### src/rtl/mlfq_pkg.sv
`default_nettype none

package mlfq_pkg;

    localparam int ID_W       = 4;
    localparam int BURST_W    = 16;
    localparam int QTM_W      = 8;
    localparam int NL_W       = 3;
    localparam int NUM_QREGS  = 4;
    localparam int LVL_OUT_W  = 2;
    localparam int CFG_IDX_W  = 3;
    localparam int CFG_DATA_W = 8;

    typedef enum logic [CFG_IDX_W-1:0] {
        CFG_NUM_LEVELS = 3'd0,
        CFG_QUANTUM0   = 3'd1,
        CFG_QUANTUM1   = 3'd2,
        CFG_QUANTUM2   = 3'd3,
        CFG_QUANTUM3   = 3'd4
    } cfg_idx_t;

    localparam logic FUNC_ARRIVAL = 1'b0;
    localparam logic FUNC_TICK    = 1'b1;

    localparam logic [NL_W-1:0] NUM_LEVELS_RESET = 3'd3;
    localparam logic [NUM_QREGS-1:0][QTM_W-1:0] QUANTUM_RESET =
        {8'd16, 8'd8, 8'd4, 8'd2};

    typedef logic [LVL_OUT_W-1:0] level_t;

    typedef struct packed {
        logic                func;
        logic [ID_W-1:0]     proc_id;
        logic [BURST_W-1:0]  burst;
    } in_word_t;

    typedef struct packed {
        logic                idle;
        logic [ID_W-1:0]     running_id;
        level_t              run_level;
        logic                finished;
        logic                demoted;
    } res_word_t;

    typedef struct packed {
        logic [NL_W-1:0]                   num_levels;
        logic [NUM_QREGS-1:0][QTM_W-1:0]   quantum;
    } cfg_t;

endpackage

`default_nettype wire

### src/rtl/mlfq_if.sv
`default_nettype none

interface mlfq_in_if;
    logic                          valid;
    logic                          ready;
    logic                          func;
    logic [mlfq_pkg::ID_W-1:0]     proc_id;
    logic [mlfq_pkg::BURST_W-1:0]  burst;

    modport source (output valid, output func, output proc_id, output burst, input ready);
    modport sink   (input valid, input func, input proc_id, input burst, output ready);
endinterface

interface mlfq_res_if;
    logic                          valid;
    logic                          ready;
    logic                          idle;
    logic [mlfq_pkg::ID_W-1:0]     running_id;
    mlfq_pkg::level_t              run_level;
    logic                          finished;
    logic                          demoted;

    modport source (output valid, output idle, output running_id, output run_level,
                    output finished, output demoted, input ready);
    modport sink   (input valid, input idle, input running_id, input run_level,
                    input finished, input demoted, output ready);
endinterface

`default_nettype wire

### src/rtl/mlfq_tick_scheduler.sv
// result: a tick word that is taken is held in the input register, and its result word is registered
//   in the output register when it executes, later only while a waiting result word is stalled; arrivals give none
// throughput: one word per cycle while no tick waits on a stalled result word; the level pick and
//   queue update are done combinationally on the registered input word
// reset: queue pointers, counts, quantum counters and remaining times clear to zero,
//   levels return to 3 with quanta 2, 4, 8, 16; queue storage is not cleared
`default_nettype none

module mlfq_tick_scheduler #(
    parameter int MAX_PROCS  = 16,
    parameter int MAX_LEVELS = 4
) (
    input  wire logic                              clk,
    input  wire logic                              rst_n,
    input  wire logic                              cfg_we,
    input  wire logic [mlfq_pkg::CFG_IDX_W-1:0]    cfg_index,
    input  wire logic [mlfq_pkg::CFG_DATA_W-1:0]   cfg_wdata,
    mlfq_in_if.sink                                item,
    mlfq_res_if.source                             result
);

    mlfq_pkg::cfg_t      cfg;
    mlfq_pkg::in_word_t  in_word_reg;
    mlfq_pkg::res_word_t res_word;
    mlfq_pkg::res_word_t out_word_reg;
    logic                in_valid_reg;
    logic                in_valid_next;
    logic                out_valid_reg;
    logic                out_valid_next;
    logic                exec;
    logic                take;

    mlfq_cfg u_cfg (
        .clk       (clk),
        .rst_n     (rst_n),
        .cfg_we    (cfg_we),
        .cfg_index (cfg_index),
        .cfg_wdata (cfg_wdata),
        .cfg       (cfg)
    );

    mlfq_core #(
        .MAX_PROCS  (MAX_PROCS),
        .MAX_LEVELS (MAX_LEVELS)
    ) u_core (
        .clk   (clk),
        .rst_n (rst_n),
        .exec  (exec),
        .word  (in_word_reg),
        .cfg   (cfg),
        .res   (res_word)
    );

    // arrivals need no result slot
    assign exec = in_valid_reg
                  && ((in_word_reg.func == mlfq_pkg::FUNC_ARRIVAL) || !out_valid_reg
                      || result.ready);
    assign item.ready = !in_valid_reg || exec;
    assign take       = item.valid && item.ready;

    always_comb
    begin
        in_valid_next  = take ? 1'b1 : (exec ? 1'b0 : in_valid_reg);
        out_valid_next = out_valid_reg && !result.ready;
        if (exec && (in_word_reg.func == mlfq_pkg::FUNC_TICK))
        begin
            out_valid_next = 1'b1;
        end
    end

    always_ff @(posedge clk or negedge rst_n)
    begin
        if (!rst_n)
        begin
            in_valid_reg  <= 1'b0;
            out_valid_reg <= 1'b0;
        end
        else
        begin
            in_valid_reg  <= in_valid_next;
            out_valid_reg <= out_valid_next;
        end
    end

    always_ff @(posedge clk)
    begin
        if (take)
        begin
            in_word_reg.func    <= item.func;
            in_word_reg.proc_id <= item.proc_id;
            in_word_reg.burst   <= item.burst;
        end
        if (exec && (in_word_reg.func == mlfq_pkg::FUNC_TICK))
        begin
            out_word_reg <= res_word;
        end
    end

    assign result.valid      = out_valid_reg;
    assign result.idle       = out_word_reg.idle;
    assign result.running_id = out_word_reg.running_id;
    assign result.run_level  = out_word_reg.run_level;
    assign result.finished   = out_word_reg.finished;
    assign result.demoted    = out_word_reg.demoted;

endmodule

`default_nettype wire

### src/rtl/mlfq_cfg.sv
`default_nettype none

module mlfq_cfg (
    input  wire logic                              clk,
    input  wire logic                              rst_n,
    input  wire logic                              cfg_we,
    input  wire logic [mlfq_pkg::CFG_IDX_W-1:0]    cfg_index,
    input  wire logic [mlfq_pkg::CFG_DATA_W-1:0]   cfg_wdata,
    output mlfq_pkg::cfg_t                         cfg
);

    mlfq_pkg::cfg_t cfg_reg;
    mlfq_pkg::cfg_t cfg_next;

    always_comb
    begin
        cfg_next = cfg_reg;
        if (cfg_we)
        begin
            unique case (cfg_index)
                mlfq_pkg::CFG_NUM_LEVELS:
                    cfg_next.num_levels = cfg_wdata[mlfq_pkg::NL_W-1:0];
                mlfq_pkg::CFG_QUANTUM0:
                    cfg_next.quantum[0] = cfg_wdata[mlfq_pkg::QTM_W-1:0];
                mlfq_pkg::CFG_QUANTUM1:
                    cfg_next.quantum[1] = cfg_wdata[mlfq_pkg::QTM_W-1:0];
                mlfq_pkg::CFG_QUANTUM2:
                    cfg_next.quantum[2] = cfg_wdata[mlfq_pkg::QTM_W-1:0];
                mlfq_pkg::CFG_QUANTUM3:
                    cfg_next.quantum[3] = cfg_wdata[mlfq_pkg::QTM_W-1:0];
                default:
                    cfg_next = cfg_reg;
            endcase
        end
    end

    always_ff @(posedge clk or negedge rst_n)
    begin
        if (!rst_n)
        begin
            cfg_reg.num_levels <= mlfq_pkg::NUM_LEVELS_RESET;
            cfg_reg.quantum    <= mlfq_pkg::QUANTUM_RESET;
        end
        else
        begin
            cfg_reg <= cfg_next;
        end
    end

    assign cfg = cfg_reg;

endmodule

`default_nettype wire

### src/rtl/mlfq_core.sv
`default_nettype none

module mlfq_core #(
    parameter int MAX_PROCS  = 16,
    parameter int MAX_LEVELS = 4
) (
    input  wire logic                clk,
    input  wire logic                rst_n,
    input  wire logic                exec,
    input  wire mlfq_pkg::in_word_t  word,
    input  wire mlfq_pkg::cfg_t      cfg,
    output mlfq_pkg::res_word_t      res
);

    localparam int IDW   = mlfq_pkg::ID_W;
    localparam int BW    = mlfq_pkg::BURST_W;
    localparam int QW    = mlfq_pkg::QTM_W;
    localparam int PW    = (MAX_PROCS > 1) ? $clog2(MAX_PROCS) : 1;
    localparam int CW    = $clog2(MAX_PROCS + 1);
    localparam int LW    = (MAX_LEVELS > 1) ? $clog2(MAX_LEVELS) : 1;
    localparam int REM_N = (MAX_PROCS < (1 << IDW)) ? MAX_PROCS : (1 << IDW);
    localparam int RW    = (REM_N > 1) ? $clog2(REM_N) : 1;
    localparam logic [PW-1:0] PTR_LAST = PW'(MAX_PROCS - 1);
    localparam logic [CW-1:0] CNT_FULL = CW'(MAX_PROCS);

    logic [IDW-1:0] fifo_mem_reg [MAX_LEVELS][MAX_PROCS];
    logic [PW-1:0]  head_reg [MAX_LEVELS];
    logic [PW-1:0]  head_next [MAX_LEVELS];
    logic [PW-1:0]  tail_reg [MAX_LEVELS];
    logic [PW-1:0]  tail_next [MAX_LEVELS];
    logic [CW-1:0]  cnt_reg [MAX_LEVELS];
    logic [CW-1:0]  cnt_next [MAX_LEVELS];
    logic [QW-1:0]  qu_reg [MAX_LEVELS];
    logic [QW-1:0]  qu_next [MAX_LEVELS];
    logic [BW-1:0]  rem_reg [REM_N];
    logic [BW-1:0]  rem_next [REM_N];

    logic           en [MAX_LEVELS];
    logic [IDW-1:0] head_id [MAX_LEVELS];
    logic [QW-1:0]  qlim [MAX_LEVELS];
    logic           can_dem [MAX_LEVELS];
    logic           push_l [MAX_LEVELS];

    logic           found;
    logic [LW-1:0]  lv;
    logic [IDW-1:0] id;
    logic [BW-1:0]  rem_cur;
    logic [QW-1:0]  qu_inc;
    logic           left_zero;
    logic           expire;
    logic           is_tick;
    logic           is_arr;
    logic           serve;
    logic           fin;
    logic           dem;
    logic [IDW-1:0] push_id;

    for (genvar l = 0; l < MAX_LEVELS; l++)
    begin : g_level
        assign en[l]      = (l == 0) || (l < int'(cfg.num_levels));
        assign head_id[l] = fifo_mem_reg[l][head_reg[l]];
        assign qlim[l]    = cfg.quantum[(l < mlfq_pkg::NUM_QREGS) ? l : mlfq_pkg::NUM_QREGS - 1];
        if (l + 1 < MAX_LEVELS)
        begin : g_dem
            assign can_dem[l] = en[l + 1] && (cnt_reg[l + 1] != CNT_FULL);
        end
        else
        begin : g_last
            assign can_dem[l] = 1'b0;
        end
    end

    // lowest enabled non-empty level wins
    always_comb
    begin
        found = 1'b0;
        lv    = '0;
        for (int l = MAX_LEVELS - 1; l >= 0; l--)
        begin
            if (en[l] && (cnt_reg[l] != '0))
            begin
                found = 1'b1;
                lv    = LW'(l);
            end
        end
    end

    assign id        = head_id[lv];
    assign rem_cur   = rem_reg[id[RW-1:0]];
    assign left_zero = (rem_cur <= BW'(1));
    assign qu_inc    = QW'(qu_reg[lv] + 1'b1);
    assign expire    = (qu_inc == qlim[lv]);

    assign is_tick = exec && (word.func == mlfq_pkg::FUNC_TICK);
    assign is_arr  = exec && (word.func == mlfq_pkg::FUNC_ARRIVAL) && (word.burst != '0)
                     && (int'(word.proc_id) < MAX_PROCS) && (cnt_reg[0] != CNT_FULL);
    assign serve   = is_tick && found;
    assign fin     = left_zero;
    assign dem     = !left_zero && expire && can_dem[lv];
    assign push_id = is_arr ? word.proc_id : id;

    always_comb
    begin
        for (int l = 0; l < MAX_LEVELS; l++)
        begin
            logic pop;
            pop = serve && (int'(lv) == l) && (fin || dem);
            push_l[l] = ((l == 0) && is_arr)
                        || ((l > 0) && serve && dem && (int'(lv) == l - 1));
            head_next[l] = head_reg[l];
            tail_next[l] = tail_reg[l];
            cnt_next[l]  = cnt_reg[l];
            qu_next[l]   = qu_reg[l];
            if (pop)
            begin
                head_next[l] = (head_reg[l] == PTR_LAST) ? '0 : PW'(head_reg[l] + 1'b1);
            end
            if (push_l[l])
            begin
                tail_next[l] = (tail_reg[l] == PTR_LAST) ? '0 : PW'(tail_reg[l] + 1'b1);
            end
            if (push_l[l] && !pop)
            begin
                cnt_next[l] = CW'(cnt_reg[l] + 1'b1);
            end
            else if (pop && !push_l[l])
            begin
                cnt_next[l] = CW'(cnt_reg[l] - 1'b1);
            end
            if (serve && (int'(lv) == l))
            begin
                qu_next[l] = (fin || expire) ? '0 : qu_inc;
            end
        end
    end

    always_comb
    begin
        for (int p = 0; p < REM_N; p++)
        begin
            rem_next[p] = rem_reg[p];
            if (is_arr && (int'(word.proc_id) == p))
            begin
                rem_next[p] = word.burst;
            end
            else if (serve && (rem_cur != '0) && (int'(id[RW-1:0]) == p))
            begin
                rem_next[p] = BW'(rem_cur - 1'b1);
            end
        end
    end

    always_ff @(posedge clk or negedge rst_n)
    begin
        if (!rst_n)
        begin
            for (int l = 0; l < MAX_LEVELS; l++)
            begin
                head_reg[l] <= '0;
                tail_reg[l] <= '0;
                cnt_reg[l]  <= '0;
                qu_reg[l]   <= '0;
            end
            for (int p = 0; p < REM_N; p++)
            begin
                rem_reg[p] <= '0;
            end
        end
        else
        begin
            head_reg <= head_next;
            tail_reg <= tail_next;
            cnt_reg  <= cnt_next;
            qu_reg   <= qu_next;
            rem_reg  <= rem_next;
        end
    end

    // queue storage, only entries already written are ever used
    always_ff @(posedge clk)
    begin
        for (int l = 0; l < MAX_LEVELS; l++)
        begin
            if (push_l[l])
            begin
                fifo_mem_reg[l][tail_reg[l]] <= push_id;
            end
        end
    end

    always_comb
    begin
        res.idle       = !found;
        res.running_id = found ? id : '0;
        res.run_level  = found ? mlfq_pkg::level_t'(lv) : '0;
        res.finished   = found && fin;
        res.demoted    = found && dem;
    end

endmodule

`default_nettype wire

### src/flat_wrapper.sv
// flat-port wrapper written by rule: the top's interface ports become plain ports
module mlfq_tick_scheduler_flat 
#(
    parameter int MAX_PROCS  = 16,
    parameter int MAX_LEVELS = 4
)
  (clk, rst_n, cfg_we, cfg_index, cfg_wdata, item_valid, item_func, item_proc_id, item_burst, item_ready, result_valid, result_idle, result_running_id, result_run_level, result_finished, result_demoted, result_ready);
  mlfq_in_if item_i ();
  mlfq_res_if result_i ();
  input  wire logic clk;
  input  wire logic rst_n;
  input  wire logic cfg_we;
  input  wire logic [mlfq_pkg::CFG_IDX_W-1:0] cfg_index;
  input  wire logic [mlfq_pkg::CFG_DATA_W-1:0] cfg_wdata;
  input wire logic [$bits(item_i.valid)-1:0] item_valid;
  input wire logic [$bits(item_i.func)-1:0] item_func;
  input wire logic [$bits(item_i.proc_id)-1:0] item_proc_id;
  input wire logic [$bits(item_i.burst)-1:0] item_burst;
  output wire logic [$bits(item_i.ready)-1:0] item_ready;
  output wire logic [$bits(result_i.valid)-1:0] result_valid;
  output wire logic [$bits(result_i.idle)-1:0] result_idle;
  output wire logic [$bits(result_i.running_id)-1:0] result_running_id;
  output wire logic [$bits(result_i.run_level)-1:0] result_run_level;
  output wire logic [$bits(result_i.finished)-1:0] result_finished;
  output wire logic [$bits(result_i.demoted)-1:0] result_demoted;
  input wire logic [$bits(result_i.ready)-1:0] result_ready;
  assign item_i.valid = item_valid;
  assign item_i.func = item_func;
  assign item_i.proc_id = item_proc_id;
  assign item_i.burst = item_burst;
  assign item_ready = item_i.ready;
  assign result_valid = result_i.valid;
  assign result_idle = result_i.idle;
  assign result_running_id = result_i.running_id;
  assign result_run_level = result_i.run_level;
  assign result_finished = result_i.finished;
  assign result_demoted = result_i.demoted;
  assign result_i.ready = result_ready;
  mlfq_tick_scheduler #(.MAX_PROCS(MAX_PROCS), .MAX_LEVELS(MAX_LEVELS)) u_core (.clk(clk), .rst_n(rst_n), .cfg_we(cfg_we), .cfg_index(cfg_index), .cfg_wdata(cfg_wdata), .item(item_i), .result(result_i));
endmodule
### config.mk
export PLATFORM = sky130hd
export DESIGN_NAME = mlfq_tick_scheduler_flat
export DESIGN_NICKNAME = d
export VERILOG_FILES = /design/src/rtl/mlfq_pkg.sv /design/src/rtl/mlfq_if.sv /design/src/rtl/mlfq_tick_scheduler.sv /design/src/rtl/mlfq_cfg.sv /design/src/rtl/mlfq_core.sv /design/src/flat_wrapper.sv
export SDC_FILE = /design/constraint.sdc
export NUM_CORES = 1
export LEC_CHECK = 0
export BUFFER_PORTS_ARGS = -buffer_cell sky130_fd_sc_hd__buf_2
export CAP_MARGIN = 15
export CORE_ASPECT_RATIO = 1.5
export CORE_MARGIN = 5
export CORE_UTILIZATION = 50
export DETAILED_ROUTE_END_ITERATION = 7
export PLACE_DENSITY_LB_ADDON = 0.05
export SYNTH_ARGS = -nofsm -noshare
export SYNTH_HDL_FRONTEND = slang
export SYNTH_SLANG_ARGS = --single-unit
### constraint.sdc
create_clock -name clk -period 6.2 [get_ports clk]
set_clock_uncertainty 0.05 [all_clocks]
set_input_delay 0.93 -clock clk [delete_from_list [all_inputs] [get_ports clk]]
set_output_delay 0.93 -clock clk [all_outputs]
set_load 0.05 [all_outputs]
* After elaboration in Yosys (flattened, before gate mapping)
Memory sizes are Yosys's and may differ from the RTL's. Index checks and enable logic that the tools add are counted.
Storage, ports and cells: flip-flop bits (word level) 407, bits in writable memories 256, input bits 37, output and inout bits 11, logic and storage cells 390, memories 1
Memories:
- u_core.u_core.fifo_mem_reg | depth 4, bits a word 64, rd ports 4, clocked after memory_dff 0, write ports 1, line mlfq_core.sv:26 | logic [IDW-1:0] fifo_mem_reg [MAX_LEVELS][MAX_PROCS];
Cells by class: add/subtract/negate cells 18, order comparisons 18, eq/ne operators 50, mux-type cells 113, bitwise logic cells 11, reductions and logical operators 132
Operator list (count):
- 2-to-1 mux 64 bit | 10
- 2-to-1 mux 16 bit | 34
- OR reduction 64 bit | 3
- equality test 4 bit, second input constant | 24
- 2-to-1 mux 4 bit | 23
- logical AND 1 bit | 75
- binary-select mux 16 bit (select 4 bit) | 1
- binary-select mux 4 bit (select 4 bit) | 4
- demux 4 bit (select 4 bit) | 4
- greater-or-equal comparator 5 bit, second input constant | 9
- inverter 4 -> 5 bit | 9
- nonzero test 2 bit | 21
- 2-to-1 mux 5 bit | 8
- 2-to-1 mux 8 bit | 5
- adder 4 x 1 -> 4 bit, second input constant | 8
- binary-select mux 8 bit (select 2 bit) | 2
- equality test 4 x 3 -> 1 bit, second input constant | 8
- nonzero test 16 bit | 2
- adder 5 x 1 -> 5 bit, second input constant | 4
- < comparator 5 x 1 -> 1 bit, second input constant | 4
- inequality test 5 bit, second input constant | 4
- nonzero test 5 bit | 4
- subtractor 5 x 1 -> 5 bit, second input constant | 4
- equality test 4 x 2 -> 1 bit, second input constant | 4
- 25 further kinds | 68

* Longest topological paths before layout
word-level depth 26, mapped depth 30, mapped depth without buffers 25

* By module
Synthesis repeated with hierarchy kept, for this count alone.
Unflattened totals: cells, all modules 2869, area total of the unflattened synthesis 33110.5 um^2
Modules (own cells, without submodules):
- mlfq_core | instances 1, cells an instance 2751, area each 30660.7 um^2, sequential area each 16195.5 um^2
- mlfq_cfg | instances 1, cells an instance 78, area each 1441.4 um^2, sequential area each 883.3 um^2
- mlfq_tick_scheduler | instances 1, cells an instance 40, area each 1008.5 um^2, sequential area each 950.9 um^2

* Least setup slack after synthesis
OpenSTA, ideal clock, no wires.
kind register to register, start reg u_core.u_core.head_reg[5] in the netlist's numbering, end reg u_core.u_core.cnt_reg[4] in the netlist's numbering, library setup time 0.123 ns, arrival time 6.128 ns, required time 6.027 ns, slack -0.101 ns, cell stages (with the launch flop) 29, buffers on the path 6, clock period less this slack 6.301 ns, cells stage by stage dfrtp_1 -> buf_2 -> buf_2 -> mux4_2 -> a22oi_1 -> nand3_1 -> o22a_1 -> nand2_2 -> buf_2 -> buf_2 -> buf_2 -> a21oi_1 -> a32oi_1 -> nand3_1 -> nor2_1 -> clkbuf_1 -> ha_1 -> nor2_1 -> nor4_1 -> a41oi_1 -> or3_1 -> ha_1 -> inv_1 -> ha_1 -> a21o_1 -> a21oi_1 -> xnor2_1 -> nor2_1 -> xnor2_1
Between the ends: longest elaborated chain between the ends 20, elaborated cells on any way between the ends 25, those cells by class 1 x order compare; 10 x mux; 2 x bitwise; 12 x reduce/logical
RTL lines:
- from (decl) | line mlfq_core.sv:27 | logic [PW-1:0] head_reg [MAX_LEVELS];
- from (signal assigned) | line mlfq_core.sv:171 | head_reg <= head_next;
- inverter 4 -> 5 bit (not written as such) * | line mlfq_core.sv:61 | assign head_id[l] = fifo_mem_reg[l][head_reg[l]];
- binary-select mux 4 bit (select 4 bit) * | line mlfq_core.sv:61
- 2-to-1 mux 4 bit (not written as such) * (2 in series) | line mlfq_core.sv:61
- binary-select mux 4 bit (select 2 bit) * | line mlfq_core.sv:88 | assign id = head_id[lv];
- 2-to-1 mux 4 bit (not written as such) * (2 in series) | line mlfq_core.sv:88
- inverter 4 -> 5 bit (not written as such) * | line mlfq_core.sv:89 | assign rem_cur = rem_reg[id[RW-1:0]];
- binary-select mux 16 bit (select 4 bit) * | line mlfq_core.sv:89
- 2-to-1 mux 16 bit (not written as such) * (2 in series) | line mlfq_core.sv:89
- less-or-equal comparator 16 x 1 -> 1 bit * | line mlfq_core.sv:90 | assign left_zero = (rem_cur <= BW'(1));
- zero test 1 bit | line mlfq_core.sv:99 | assign dem = !left_zero && expire && can_dem[lv];
- logical AND 1 bit (2 in series) | line mlfq_core.sv:99
- logical OR 1 bit or logical AND 1 bit (tied branches) | line mlfq_core.sv:107, mlfq_core.sv:109
- logical AND 1 bit (on tied branches) | line mlfq_core.sv:107, mlfq_core.sv:109
- zero test 1 bit (on tied branches) | line mlfq_core.sv:122, mlfq_core.sv:126
- logical AND 1 bit (on tied branches) | line mlfq_core.sv:122, mlfq_core.sv:126
- 2-to-1 mux 5 bit or nonzero test 2 bit (tied branches)
- to (signal assigned) | line mlfq_core.sv:173 | cnt_reg <= cnt_next;
- to (decl) | line mlfq_core.sv:31 | logic [CW-1:0] cnt_reg [MAX_LEVELS];
Mark *: on every way between the ends. The rest lies on a longest branch, timed or not. The select of a mux whose other input is x is not followed. A chain may end at the register's enable or synchronous reset.

* Worst setup path in the final report
start reg u_core.u_core.cnt_reg[16] in the netlist's numbering, end reg u_core.u_core.cnt_reg[9] in the netlist's numbering
Between the ends: longest elaborated chain between the ends 19, elaborated cells on any way between the ends 40, those cells by class 1 x add/sub; 1 x order compare; 3 x eq/ne; 18 x mux; 2 x bitwise; 15 x reduce/logical
RTL lines:
- nonzero test 5 bit * | line mlfq_core.sv:80 | if (en[l] && (cnt_reg[l] != '0))
- 2-to-1 mux 2 bit | line mlfq_core.sv:80
- inverter 2 -> 3 bit (not written as such)
- binary-select mux 4 bit (select 2 bit) | line mlfq_core.sv:88
- 2-to-1 mux 4 bit (not written as such) (2 in series) | line mlfq_core.sv:88
- inverter 4 -> 5 bit (not written as such) | line mlfq_core.sv:89
- binary-select mux 16 bit (select 4 bit) | line mlfq_core.sv:89
- 2-to-1 mux 16 bit (not written as such) (2 in series) | line mlfq_core.sv:89
- less-or-equal comparator 16 x 1 -> 1 bit | line mlfq_core.sv:90
- zero test 1 bit | line mlfq_core.sv:99
- logical AND 1 bit (2 in series) | line mlfq_core.sv:99
- logical OR 1 bit or logical AND 1 bit (tied branches) | line mlfq_core.sv:107, mlfq_core.sv:109
- logical AND 1 bit (on tied branches) | line mlfq_core.sv:107, mlfq_core.sv:109
- zero test 1 bit (on tied branches) | line mlfq_core.sv:122, mlfq_core.sv:126
- logical AND 1 bit (on tied branches) | line mlfq_core.sv:122, mlfq_core.sv:126
- 2-to-1 mux 5 bit or nonzero test 2 bit (tied branches)
Marked as above.

==> summary.md <==
| Metric | Value |
|---|---|
| Status | `completed` |
| VDD IR max | `274 uV` |
| Power per cell area | `260 mW/mm2` |
| Worst R2R Setup Slack | `0.20 ns` |
| Setup TNS | `0 ns` |
| Longest Clk Path Bufs | `3` |
| Nets@finish | `3,027` |
| Vias in the first global route | `25,100` |
| Number of synthesized register bits | `663` |
| DR WL/cell | `28.2 um` |
| Area Overhead vs Synth | `16.1%` |
| Worst-Margin Slew | `1.15 ns` |
| Synth Net Count | `2,868` |
| Global-route wire length before repair | `160,000 um` |
| Die height | `320 um` |
| Worst Path Buf+Inv | `7` |
| Cells after Synth | `2,787` |
| Layout filler cell count | `5,168` |
| Final RePlAce weighted congestion | `0.993` |
| Syn. warnings | `0` |
| Core Util, Final | `58.7%` |
| Die area | `0.0695 mm2` |
| Synth Area in XOR/XNOR | `1.61%` |
| Total gr overflow | `0` |
| Initial core utilization | `50.6%` |
| Post-synth top area share | `28.9%` |
| IO Pins | `48` |
| Adder-cell share of the synthesized area | `1.81%` |
| Rows | `113` |
| GRT Util Overall | `30.5%` |
| Post-Syn Area | `0.0321 mm2` |
| Cell taking the most area after synthesis | `dfrtp_1` |
| Distinct cells, synth | `90` |
| Clk Latency, worst-skew pair | `0.63 ns` |
| Top cells by area, synth | `dfrtp_1 (29%), edfxtp_1 (27%), mux4_2 (4.6%)` |
| Fin crit share | `96.8%` |
| Post-route DRC | `0` |
| Post-synth top flop | `dfrtp_1` |
| Post-synthesis sequential area ratio | `56.1%` |
| Final WL | `107,000 um` |
| Crit-path leading delay family | `compound AO/OA/AOI/OAI gates` |
| First-pass iteration count of the detailed router | `6` |
| Antenna violations before repair | `7` |
| Mean area per synthesized cell | `11.5 um2` |
| Number of DRC markers in iteration 0 | `2,422` |
| Critical path peak fanout | `10` |
| Startpoint Class | `flip-flop` |
| Slew margin rel. | `22.9%` |
| Post-DP HPWL | `76,400 um` |
| Post-synth EDFFs | `286` |
| Fraction of layout cells with a size suffix above 1 | `21.9%` |
| Lkg Pwr | `15.7 nW` |
| Max cap viols | `0` |
| Largest family of logic cells by synthesized area | `compound AO/OA/AOI/OAI gates` |
| Worst setup EP type | `flip-flop` |
| Hold WS | `0.272 ns` |
| Hold Path Class | `in2async` |
| Largest net degree at the start of global routing | `123` |
| Simple-gate share of the synthesized area | `13.7%` |
| DR vias | `24,400` |
| Period minus WS final | `6.00 ns` |
| Port Buf Inserts | `47` |
| Slew Limit Fails | `0` |
| Slowest-stage cell, CP | `or4_1` |
| Final setup vio count | `0` |
| Crit path DAT | `6.44 ns` |
| Top cell by count, worst path | `buf_4` |
| CTS buffer count | `67` |
| Largest stage delay, worst path | `0.59 ns` |
| Compound-Gate Fraction of Synth Area | `14.2%` |
| Hold Fails Final Rpt | `0` |
| Post-synth ARST share | `56.9%` |
| Die width | `217 um` |
| CP required | `6.64 ns` |
| Setup CP Type | `reg2reg` |
| CTS tree | `built` |
| Worst-path clk slew | `0.06 ns` |
| Post-route ant nets | `0` |
| CTS Root Cell | `clkbuf_16` |
| Top achievable clock speed | `167 MHz` |
| Clock tree sinks | `663` |
| Core area | `0.0635 mm2` |
| Fraction of synthesized area in multiplexers | `7.56%` |
| Via/cell ratio | `6.41` |
| CTS H-tree lvls | `3` |
[Yosys cell counts, types with 6 or more instances]
master,number
mux2i_1,22
mux4_2,65
a22oi_1,9
o211ai_1,18
nor3_1,190
xnor2_1,40
a32o_1,6
and3_1,55
buf_6,10
and2_1,15
mux2_2,65
nand2b_1,15
nand3_1,70
edfxtp_1,286
a221oi_1,98
buf_1,17
dfrtp_1,371
nor4_2,7
buf_4,14
nor2_1,315
a21o_1,16
a221oi_2,11
dfstp_2,6
a221o_1,66
o22a_1,11
a22o_1,12
nand2_1,134
nand4_1,12
ha_1,40
xor2_1,12
a211oi_1,97
or4_1,10
nor4_1,12
o21ai_0,86
inv_1,139
a21oi_1,81
clkbuf_1,119
o22ai_1,33
o31ai_1,8
a31oi_1,7
nor2b_1,25
buf_2,67
[layout make-up]
class / count / area, um2 / share of cell area (%)
repair buffers: 317 / 2640 / 7.08
clock inverters: 27 / 302 / 0.809
clock buffers: 94 / 1930 / 5.18
diodes: 4 / 10.0 / 0.0268
well taps: 805 / 1010 / 2.70
multi-input cells: 1758 / 12800 / 34.4
flip-flops and latches: 663 / 18000 / 48.4
inverters: 139 / 522 / 1.40
[worst paths after layout]
check                                                from                          to  cells after the start
worst min-delay path                                rst_n    u_core.u_core.rem_reg[8]                      1
worst max register to register  u_core.u_core.cnt_reg[16]    u_core.u_core.cnt_reg[9]                     25
worst max-delay path            u_core.u_core.cnt_reg[16]    u_core.u_core.cnt_reg[9]                     25
worst min register to register   u_core.u_core.qu_reg[23]    u_core.u_core.qu_reg[23]                      2
max in group asynchronous                           rst_n  u_core.u_core.head_reg[10]                      2
min in group clk                            item_burst[1]       u_core.in_word_reg[1]                      1
[layer usage]
metal	vias up	GRT usage, %	routed length (um)
met5	-	0	40
li1	10700	-	-
met4	6	21.4	8610
met3	362	4.99	6490
met2	1055	53.0	54600
met1	12200	34.0	37500
[per-stage QoR]
| stage | std cells | total power [W] | area (um2) | setup slack [ns] |
|---|---|---|---|---|
| after CTS | 3795 | 0.00974 | 37100 | 0.0170 |
| after global placement | 3671 | 0.00558 | 34700 | -0.161 |
| final | 3807 | 0.00970 | 37300 | 0.199 |
| after global routing | 3803 | 0.0100 | 37300 | -0.0256 |
| after floorplan | 2787 | 0.00521 | 32100 | 0.0839 |
| after detailed placement | 3671 | 0.00560 | 34700 | -0.183 |
[worst reg2reg max path: cells and delay by family (launching register included)]
kind                       cells  cell delay, ns
DFF                            1            0.42
buffers and inverters          7            1.10
AOI/OAI and AO/OA              8            2.09
adders and majority gates      2            0.68
and+or+nand+nor                6            1.24
xor gates and xnor gates       2            0.27
[layout by cell type, fill, tap and decap left out, types with 9 or more instances in the layout]
cell       netlist  layout
dfrtp_1        371     367
mux2i_1         22      20
nand2b_1        15      15
inv_1          139     136
nor2_1         315     311
a221oi_2        11      11
edfxtp_1       286     286
o22ai_1         33      28
o21ai_0         86      82
clkbuf_1       119      14
o22a_1          11      11
mux4_2          65      65
a21o_1          16      16
nand4_1         12      12
o211ai_1        18      18
xor2_1          12      12
clkbuf_8         0      11
buf_2           67      46
xnor2_1         40      39
ha_1            40      40
buf_12           0      29
mux2_2          65      65
clkbuf_16        0      69
a22o_1          12      12
a22oi_1          9       9
a221o_1         66      66
nand2_1        134     134
a21oi_1         81      79
and3_1          55      55
a221oi_1        98      98
nand3_1         70      70
nor3_1         190     189
a211oi_1        97      93
and2_1          15      15
nor2b_1         25      24
buf_4           14     239
nor4_1          12      10
[cell families (layout without fill, tap and decap cells)]
family,after synthesis,count (layout)
buf+inv,366,577
fa+ha+maj,44,44
compound gates,602,602
simple gates,904,904
mux,153,153
xor+xnor,55,55
other cells,0,4
flops,663,663
[power by group]
group	internal (W)	switching, W	leakage, nW
combinational	0.000276	0.000548	7.13
clock	0.00236	0.00179	1.07
sequential	0.00466	0.0000653	7.48
[repair_timing]
item                                   in CTS  in global routing
endpoints found under the hold margin       0                  0
pin swaps                                   2                 11
cloned                                      0                  0
gates resized for setup                    15                 29
setup endpoints to repair                   8                 27
hold buffers                                0                  0
setup buffers                               3                  7
(Power assumes the default switching activity.)
